===== src/rtl/mau_pkg.sv =====
// ----------------------------------------------------------------------------
// mau_pkg
// Types and constants for the modular arithmetic unit.
// ----------------------------------------------------------------------------
package mau_pkg;

  localparam int WIDTH_DEF = 32;
  localparam int FIELD_W   = 32;
  localparam int MOD_RESET = 2;

  typedef enum logic [2:0] {
    OP_ADD = 3'd0,
    OP_SUB = 3'd1,
    OP_MUL = 3'd2,
    OP_DIV = 3'd3,
    OP_NEG = 3'd4,
    OP_EQU = 3'd5,
    OP_INC = 3'd6,
    OP_DEC = 3'd7
  } op_t;

  typedef enum logic [2:0] {
    S_IDLE,
    S_RED,
    S_EXEC,
    S_MUL,
    S_EUC_CHK,
    S_EUC_DIV,
    S_EUC_UPD,
    S_OUT
  } state_t;

  typedef struct packed {
    op_t                opcode;
    logic [FIELD_W-1:0] operand_a;
    logic [FIELD_W-1:0] operand_b;
  } in_item_t;

  typedef struct packed {
    logic [FIELD_W-1:0] result;
    logic               is_equal;
    logic               no_inverse;
  } out_item_t;

endpackage


===== src/rtl/modular_arithmetic_unit.sv =====
// ----------------------------------------------------------------------------
// modular_arithmetic_unit
// Add, subtract, multiply, divide, negate, compare, increment and decrement
// modulo a configured modulus.
// ----------------------------------------------------------------------------
// One item at a time. Both operands are reduced bit-serially, then S_EXEC
// decodes the operation and S_OUT hands the result to the output register.
// Add, sub, negate, compare, inc and dec go straight from S_EXEC to S_OUT.
// Multiply adds a double-and-add loop in S_MUL. Divide first runs the extended
// Euclidean algorithm: each Euclid step is a restoring division sharing its
// quotient bits with a modular multiply-accumulate, and the number of steps
// depends on the operands; the final multiply follows. A new item is
// taken while the previous result still waits in the output register.
module modular_arithmetic_unit #(
  parameter int WIDTH = mau_pkg::WIDTH_DEF
) (
  input  logic                             clk,
  input  logic                             rst,
  input  logic                             cfg_valid,
  output logic                             cfg_ready,
  input  logic [mau_pkg::FIELD_W-1:0]      cfg_data,
  input  logic                             in_valid,
  output logic                             in_ready,
  input  mau_pkg::in_item_t                in_data,
  output logic                             out_valid,
  input  logic                             out_ready,
  output mau_pkg::out_item_t               out_data
);
  import mau_pkg::*;

  localparam int CW = (WIDTH > 1) ? $clog2(WIDTH) : 1;
  localparam logic [CW-1:0]    CNT_LAST = CW'(WIDTH - 1);
  localparam logic [CW-1:0]    CNT_ZERO = '0;
  localparam logic [CW-1:0]    CNT_ONE  = CW'(1);
  localparam logic [WIDTH-1:0] MOD_MIN  = WIDTH'(MOD_RESET);
  localparam logic [WIDTH-1:0] ONE      = WIDTH'(1);

  function automatic logic [WIDTH-1:0] add_m(input logic [WIDTH-1:0] a,
                                             input logic [WIDTH-1:0] b,
                                             input logic [WIDTH-1:0] m);
    logic [WIDTH-1:0] gap;
    gap = m - b;
    return (a >= gap) ? a - gap : a + b;
  endfunction

  function automatic logic [WIDTH-1:0] sub_m(input logic [WIDTH-1:0] a,
                                             input logic [WIDTH-1:0] b,
                                             input logic [WIDTH-1:0] m);
    return (a >= b) ? a - b : a + (m - b);
  endfunction

  function automatic logic [WIDTH:0] div_step(input logic [WIDTH-1:0] rem,
                                              input logic             bin,
                                              input logic [WIDTH-1:0] d);
    logic [WIDTH:0] sh;
    logic [WIDTH:0] diff;
    sh   = {rem, bin};
    diff = sh - {1'b0, d};
    if (sh >= {1'b0, d}) begin
      return {1'b1, diff[WIDTH-1:0]};
    end
    return {1'b0, sh[WIDTH-1:0]};
  endfunction

  state_t state, state_next;

  logic [WIDTH-1:0] modv, m;
  op_t              opc;
  logic [WIDTH-1:0] sa, sb, ra, rb, re;
  logic [WIDTH-1:0] r0, r1, t0, t1, acc, x, y;
  logic             qbit, ph;
  logic [CW-1:0]    cnt;
  logic [WIDTH-1:0] res;
  logic             eq, ni;
  logic             load_out;

  logic [WIDTH:0]       ds_a, ds_b, ds_e;
  logic [WIDTH-1:0]     acc_dbl, acc_add_x, acc_add_t;
  logic [WIDTH+FIELD_W-1:0] ext_a, ext_b, ext_c, ext_r;

  assign m = (modv < MOD_MIN) ? MOD_MIN : modv;

  assign ext_a = {{WIDTH{1'b0}}, in_data.operand_a};
  assign ext_b = {{WIDTH{1'b0}}, in_data.operand_b};
  assign ext_c = {{WIDTH{1'b0}}, cfg_data};
  assign ext_r = {{FIELD_W{1'b0}}, res};

  assign ds_a      = div_step(ra, sa[WIDTH-1], m);
  assign ds_b      = div_step(rb, sb[WIDTH-1], m);
  assign ds_e      = div_step(re, sa[WIDTH-1], r1);
  assign acc_dbl   = add_m(acc, acc, m);
  assign acc_add_x = add_m(acc, x, m);
  assign acc_add_t = add_m(acc, t1, m);

  assign cfg_ready = 1'b1;

  always_comb begin
    state_next = state;
    case (state)
      S_IDLE:    if (in_valid) state_next = S_RED;
      S_RED:     if (cnt == CNT_ZERO) state_next = S_EXEC;
      S_EXEC: begin
        if (opc == OP_MUL) begin
          state_next = S_MUL;
        end else if (opc == OP_DIV) begin
          state_next = S_EUC_CHK;
        end else begin
          state_next = S_OUT;
        end
      end
      S_MUL:     if (ph && cnt == CNT_ZERO) state_next = S_OUT;
      S_EUC_CHK: begin
        if (r1 != '0) begin
          state_next = S_EUC_DIV;
        end else if (r0 == ONE) begin
          state_next = S_MUL;
        end else begin
          state_next = S_OUT;
        end
      end
      S_EUC_DIV: if (ph && cnt == CNT_ZERO) state_next = S_EUC_UPD;
      S_EUC_UPD: state_next = S_EUC_CHK;
      S_OUT:     if (!out_valid || out_ready) state_next = S_IDLE;
      default:   state_next = S_IDLE;
    endcase
  end

  always_comb begin
    in_ready = (state == S_IDLE);
    load_out = (state == S_OUT) && (!out_valid || out_ready);
  end

  always_ff @(posedge clk) begin
    if (rst) begin
      state     <= S_IDLE;
      modv      <= MOD_MIN;
      out_valid <= 1'b0;
    end else begin
      state <= state_next;
      if (cfg_valid) begin
        modv <= ext_c[WIDTH-1:0];
      end
      if (load_out) begin
        out_valid <= 1'b1;
      end else if (out_ready) begin
        out_valid <= 1'b0;
      end
    end
  end

  always_ff @(posedge clk) begin
    if (load_out) begin
      out_data.result     <= ext_r[FIELD_W-1:0];
      out_data.is_equal   <= eq;
      out_data.no_inverse <= ni;
    end
    case (state)
      S_IDLE: begin
        if (in_valid) begin
          opc <= in_data.opcode;
          sa  <= ext_a[WIDTH-1:0];
          sb  <= ext_b[WIDTH-1:0];
          ra  <= '0;
          rb  <= '0;
          cnt <= CNT_LAST;
        end
      end
      S_RED: begin
        ra  <= ds_a[WIDTH-1:0];
        rb  <= ds_b[WIDTH-1:0];
        sa  <= sa << 1;
        sb  <= sb << 1;
        cnt <= cnt - CNT_ONE;
      end
      S_EXEC: begin
        res <= '0;
        eq  <= 1'b0;
        ni  <= 1'b0;
        acc <= '0;
        ph  <= 1'b0;
        cnt <= CNT_LAST;
        x   <= ra;
        y   <= rb;
        r0  <= m;
        r1  <= rb;
        t0  <= '0;
        t1  <= ONE;
        case (opc)
          OP_ADD:  res <= add_m(ra, rb, m);
          OP_SUB:  res <= sub_m(ra, rb, m);
          OP_NEG:  res <= (ra == '0) ? '0 : m - ra;
          OP_EQU:  eq  <= (ra == rb);
          OP_INC:  res <= add_m(ra, ONE, m);
          OP_DEC:  res <= sub_m(ra, ONE, m);
          default: res <= '0;
        endcase
      end
      S_MUL: begin
        if (!ph) begin
          acc <= acc_dbl;
          ph  <= 1'b1;
        end else begin
          acc <= y[WIDTH-1] ? acc_add_x : acc;
          res <= y[WIDTH-1] ? acc_add_x : acc;
          y   <= y << 1;
          ph  <= 1'b0;
          cnt <= cnt - CNT_ONE;
        end
      end
      S_EUC_CHK: begin
        acc <= '0;
        ph  <= 1'b0;
        cnt <= CNT_LAST;
        re  <= '0;
        sa  <= r0;
        x   <= ra;
        y   <= t0;
        if (r1 == '0 && r0 != ONE) begin
          ni  <= 1'b1;
          res <= '0;
        end
      end
      S_EUC_DIV: begin
        if (!ph) begin
          re   <= ds_e[WIDTH-1:0];
          qbit <= ds_e[WIDTH];
          sa   <= sa << 1;
          acc  <= acc_dbl;
          ph   <= 1'b1;
        end else begin
          if (qbit) begin
            acc <= acc_add_t;
          end
          ph  <= 1'b0;
          cnt <= cnt - CNT_ONE;
        end
      end
      S_EUC_UPD: begin
        r0 <= r1;
        r1 <= re;
        t0 <= t1;
        t1 <= sub_m(t0, acc, m);
      end
      default: begin
      end
    endcase
  end

endmodule


===== config.mk =====
export PLATFORM = sky130hd
export DESIGN_NAME = modular_arithmetic_unit
export DESIGN_NICKNAME = d
export VERILOG_FILES = /design/src/rtl/mau_pkg.sv /design/src/rtl/modular_arithmetic_unit.sv
export SDC_FILE = /design/constraint.sdc
export NUM_CORES = 2
export LEC_CHECK = 0
export BUFFER_PORTS_ARGS = -buffer_cell sky130_fd_sc_hd__clkbuf_2
export CAP_MARGIN = 20
export CORE_ASPECT_RATIO = 0.5
export CORE_MARGIN = 2
export CORE_UTILIZATION = 55
export CTS_BUF_LIST = sky130_fd_sc_hd__clkbuf_16
export DETAILED_ROUTE_END_ITERATION = 8
export PLACE_DENSITY = 0.78
export SLEW_MARGIN = 40
export SYNTH_ARGS = -nofsm -noshare
export SYNTH_HDL_FRONTEND = slang
export SYNTH_SLANG_ARGS = --single-unit
export TNS_END_PERCENT = 50

===== constraint.sdc =====
create_clock -name clk -period 7.8 [get_ports clk]
set_input_delay 1.17 -clock clk [delete_from_list [all_inputs] [get_ports clk]]
set_output_delay 1.17 -clock clk [all_outputs]
set_load 0.005 [all_outputs]

# Word level (Yosys, flattened, before mapping)
# Index checks and enable logic that the tools add are counted.
dict set report classes {
  muxes 63
  n_shift 0
  n_addsub 26
  div 0
  n_bitwise 1
  eq_ne 27
  n_reduce_logical 34
  order_cmp 12
  n_mul 0
}
# cell n
set op_table {}
lappend op_table {{$mux W32} 27}
lappend op_table {{$pmux W32 S2} 8}
lappend op_table {{$sub A32 B32 Y32} 15}
lappend op_table {{$pmux W32 S3} 3}
lappend op_table {{$add A32 B32 Y32} 7}
lappend op_table {{$ge A32 B32 Y1} 7}
lappend op_table {{$pmux W32 S5} 1}
lappend op_table {{$pmux W32 S4} 1}
lappend op_table {{$ge A33 B32 Y1} 3}
lappend op_table {{$logic_not A32 Y1} 2}
lappend op_table {{$sub A32 B1 Y32 const B} 2}
lappend op_table {{$mux W33} 1}
lappend op_table {{$add A32 B1 Y32 const B} 1}
lappend op_table {{$eq A32 B1 Y1 const B} 1}
lappend op_table {{$eq A32 B32 Y1} 1}
lappend op_table {{$ge A32 B1 Y1 const B} 1}
lappend op_table {{$lt A32 B2 Y1 const B} 1}
lappend op_table {{$ne A32 B1 Y1 const B} 1}
lappend op_table {{$reduce_bool A32 Y1} 1}
lappend op_table {{$eq A3 B3 Y1 const B} 8}
lappend op_table {{$mux W3} 8}
lappend op_table {{$pmux W3 S8} 1}
lappend op_table {{$pmux W5 S4} 1}
lappend op_table {{$ne A2 B2 Y1 const B} 8}
lappend op_table {{other kinds (22)} 53}
dict set report totals {
  rom_bits 0
  regBits 498
  elab_cells 188
  n_memories 0
  in_bits 104
  ramBits 0
  latch_bits 0
}

# Depth between registers and ports, before layout
dict set report depth {
  word_depth 8
  depth_mapped 36
}

# Worst setup path before layout
# Ideal clock, no wire load.
dict set report synth_path {
  kind {register to register}
  start {register state[1]}
  end {register acc[10], data pin}
  required_time_ns 7.529
  arrival_ns 8.033
  setup_ns 0.271
  n_path_buf 1
  path_stages_with_launch 10
  synth_period_minus_slack_ns 8.303
  setup_slack_ns -0.503
  cell_sequence {dfxtp_1 clkbuf_1 nor2b_1 nand2_1 inv_1 nor2_1 inv_2 nor2_1 a221oi_1 a21oi_1}
}
dict set report synth_between {
  elab_chain_len 3
}
# element line
set synth_lines {}
lappend synth_lines {{from (decl)} modular_arithmetic_unit.sv:65} ;# state_t state, state_next;
lappend synth_lines {{from (signal assigned)} modular_arithmetic_unit.sv:139} ;# state <= state_next;
lappend synth_lines {{$eq A3 B3 Y1 / $eq A3 B2 Y1 (equally long branches)} modular_arithmetic_unit.sv:157} ;# case (state)
lappend synth_lines {{$reduce_or A2 Y1 (no line)} --}
lappend synth_lines {{$pmux W32 S3 *} modular_arithmetic_unit.sv:157}
lappend synth_lines {{to (signal assigned)} modular_arithmetic_unit.sv:200} ;# acc <= acc_dbl;
lappend synth_lines {{to (signal assigned)} modular_arithmetic_unit.sv:203} ;# acc <= y[WIDTH-1] ? acc_add_x : acc;
lappend synth_lines {{to (signal assigned)} modular_arithmetic_unit.sv:228} ;# acc <= acc_dbl;
lappend synth_lines {{to (decl)} modular_arithmetic_unit.sv:70} ;# logic [WIDTH-1:0] r0, r1, t0, t1, acc, x, y;
# Mark *: on every way between the ends. The rest lies on a longest branch, timed or not.
# A chain may end at the register's enable or synchronous reset.

# Worst setup path in the final report
dict set report layout_path {
  start {register modv[16]}
  end {register acc[9], data pin}
}
dict set report layout_between {
  elab_chain_len 8
}
# element line
set layout_lines {}
lappend layout_lines {{from (decl)} modular_arithmetic_unit.sv:67} ;# logic [WIDTH-1:0] modv, m;
lappend layout_lines {{from (signal assigned)} modular_arithmetic_unit.sv:141} ;# modv <= ext_c[WIDTH-1:0];
lappend layout_lines {{$lt A32 B2 Y1} modular_arithmetic_unit.sv:81} ;# assign m = (modv < MOD_MIN) ? MOD_MIN : modv;
lappend layout_lines {{$mux W32 *} modular_arithmetic_unit.sv:81}
lappend layout_lines {{$sub A32 B32 Y32} modular_arithmetic_unit.sv:42} ;# gap = m - b;
lappend layout_lines {{$sub A32 B32 Y32 / $ge A32 B32 Y1 (equally long branches)} modular_arithmetic_unit.sv:43} ;# return (a >= gap) ? a - gap : a + b;
lappend layout_lines {{$mux W32} modular_arithmetic_unit.sv:43}
lappend layout_lines {{$mux W32, on equally long branches} --}
lappend layout_lines {{$mux W32, on equally long branches} {modular_arithmetic_unit.sv:224, modular_arithmetic_unit.sv:199}}
lappend layout_lines {{$pmux W32 S3 *} modular_arithmetic_unit.sv:157}
lappend layout_lines {{to (signal assigned)} modular_arithmetic_unit.sv:200}
lappend layout_lines {{to (signal assigned)} modular_arithmetic_unit.sv:228}
lappend layout_lines {{to (signal assigned)} modular_arithmetic_unit.sv:232} ;# acc <= acc_add_t;
# Mark *: on every way between the ends. The rest lies on a longest branch, timed or not. The select of a mux whose other input is x is not followed.

==> qor.yml <==
detailed_routing:
  wl_met3_um: 35600
  route.met2.wl_um: 91300
  viasPerCell: 6.648
  drc: 0
  first_pass_iters: 7
  ant_nets: 0
  top_layer: "met5"
  drt-met1-wl_um: 90160
  drt_iter0_markers: 8953
  wl_um: 232700
  wl_per_cell_um: 26.22
  vias: 59010
clock_network:
  insertion_delay_ps: 660
  ctsLongestPathBuffers: 3
  clock-sinks: 498
  tritoncts: "built"
  cts_root_buf: "clkbuf_16"
  clk_pin_slew_ps: 80
  cts_htree_levels: 2
  hold_buffers: 0
  cts_buffers: 51
critical_path:
  reg2reg_depth: 32
  critPathMaxFanout: 41
  crit_required_ps: 8220
  crit_arrival_ps: 8000
  r2r_end: "acc[9]"
  crit_family: "compound AO/OA/AOI/OAI gates"
  critPathSlowestCell: "a2111oi_1"
  r2r_slack_ps: 220
  slowest_delay_ps: 560
  critPathBufInv: 5
  start_kind: "flop"
  cp-end-kind: "flop"
  r2r_start: "modv[16]"
  criticalPathCategory: "reg2reg"
grt:
  grt_max_degree: 87
  grt-ovfl-total: 0
  antenna_found_initial: 9
  track_usage: 0.4068
  grt_pass1_wl_um: 337700
  grt_pass1_vias: 54060
sta:
  timing.final.hold_violations: 0
  tightest_slew_ps: 928.9
  drv_slew: 0
  rsz0062_at_grt: "true"
  finalCritPeriodShare: 0.9712
  max_freq_ghz: 0.1320
  final-setup-viol-count: 0
  setup_slack_ps: 224.4
  timing.hold.ws_ps: 429.1
  min_period_ps: 7576
  finClkSkew_ps: 32.54
  timing.max_slew.rel_slack: 0.3784
logic_synthesis:
  synth.net_count: 8141
  ys.flop_type: "edfxtp_1"
  seq_area_frac_synth: 0.2480
  synth_cell_types: 94
  yosys_warnings: 0
  avgSynthCellArea_um2: 8.017
  synth-async-reset-ratio: 0
  synth_area_um2: 58840
  postSynthCellCount: 7339
  ys_ff_latch: 498
  synth_edf_count: 462
floorplan:
  rows: 84
  io_pins: 141
  start_util: 0.5576
  dieHeight_um: 235.3
  die_w_um: 466.6
  core_area_um2: 105500
  dieArea_um2: 109800
placement:
  dpl_worst_slack_ps: 41.81
  port_buffers: 139
  hpwlAfterDp_um: 183700
  gp_congestion: 1.169
layout:
  finalNetCount: 8210
  final_common_cell: "nor2_1"
  area_growth_syn_to_layout_pct: 8.172
  final_util: 0.6032
  layout_common_cells: "nor2_1, nand2_1, a21oi_1"
  drive_above_1_share: 0.07115
hold_path:
  hold_depth: 0
  min-delay-start: "ni"
  hold_path.class: "reg2reg"
  hold-path-endpoint: "out_data[0]"
run_status:
  outcome: "complete, no violations"
run:
  max_cap_violations: 0
synth_stat cells (all sizes together), types with 24 or more instances:
master   number  area [um^2]
a22oi        69        518.0
clkbuf      242        908.4
a31oi        72        465.5
o21bai      112        840.8
nor2b        79        494.2
o31ai        51        412.9
a211oi      117        893.4
o22ai        55        344.1
dfxtp        36        720.7
mux2i        98        980.9
nor3        137        685.7
edfxtp      462        13870
nand4        90        563.0
and2         33        206.5
o21ai       417         2091
nor4         62        387.9
nand2       691         2594
or2          24        150.1
nand3       149        745.7
a2111oi      26        265.3
inv         508         1907
and3         47        295.3
nand2b       92        575.6
a21oi       684         3423
o211ai       74        565.5
nor2        705         2646
xor2        202         1769
buf          68        319.0
o21a         75        563.0
xnor2       465         4073
a211o        26        227.7
a21o        289         2170
or3          51        319.1
ha          677         8471
through the flow:
stage / cell area, um^2 / setup TNS [ps] / instances
5_1_grt: 63630 / -58.20 / 8868
3_3_place_gp: 61600 / 0 / 8764
3_5_place_dp: 61690 / 0 / 8766
4_1_cts: 63410 / 0 / 8860
6_report: 63650 / 0 / 8877
2_1_floorplan: 58840 / 0 / 7339
how the worst max path moves through the flow:
stage / start / endpoint / slack [ps] / cells after the start
2_1_floorplan: modv[18] / acc[30] / 760 / 31
3_3_place_gp: modv[21] / res[2] / 120 / 31
3_5_place_dp: modv[21] / acc[0] / 40 / 31
4_1_cts: modv[21] / acc[0] / 7 / 31
5_1_grt: modv[29] / res[29] / -50 / 32
6_report: modv[16] / acc[9] / 220 / 32
cells by family (layout without fill, tap and decap cells):
group	count (synthesis)	count (layout)	synth area share
flops	498	498	0.2480
compound gates	2309	2309	0.2548
xor+xnor	668	668	0.09967
mux	101	101	0.01725
other cells	1	10	0.00006373
fa+ha+maj	698	698	0.1511
buf+inv	824	934	0.05365
simple gates	2240	2240	0.1755
layout make-up:
type / instances / area [um^2]
Antenna cell: 9 / 22.52
Clock buffer: 53 / 1326
Clock inverter: 41 / 391.6
Fill cell: 9564 / 41870
Inverter: 514 / 1929
Multi-Input combinational cell: 6017 / 41370
Sequential cell: 498 / 14590
Tap cell: 1419 / 1775
Timing Repair Buffer: 326 / 2238
timing repair:
action                                  in CTS  in global routing
buffers inserted                             0                  5
resized for setup                            0                 29
hold endpoints to repair                     0                  0
endpoints found under the setup margin       0                 65
registers in the layout (all words and copies together) (netlist names), 32 cells and up:
register and cells:
out_data 34, acc 32, modv 32, r0 32, r1 32, ra 32
rb 32, re 32, res 32, sa 32, sb 32, t0 32
t1 32, x 32, y 32
routing by layer:
metal	vias to the layer above	global-route usage
met1	27620	0.5517
met2	3808	0.5687
li1	26870	-
met4	4	0.2277
met5	-	0
met3	707	0.1281
Power is left out: the tool's default activity adds up to more than one toggle a clock period on the data nets, which glitch-free logic cannot reach.
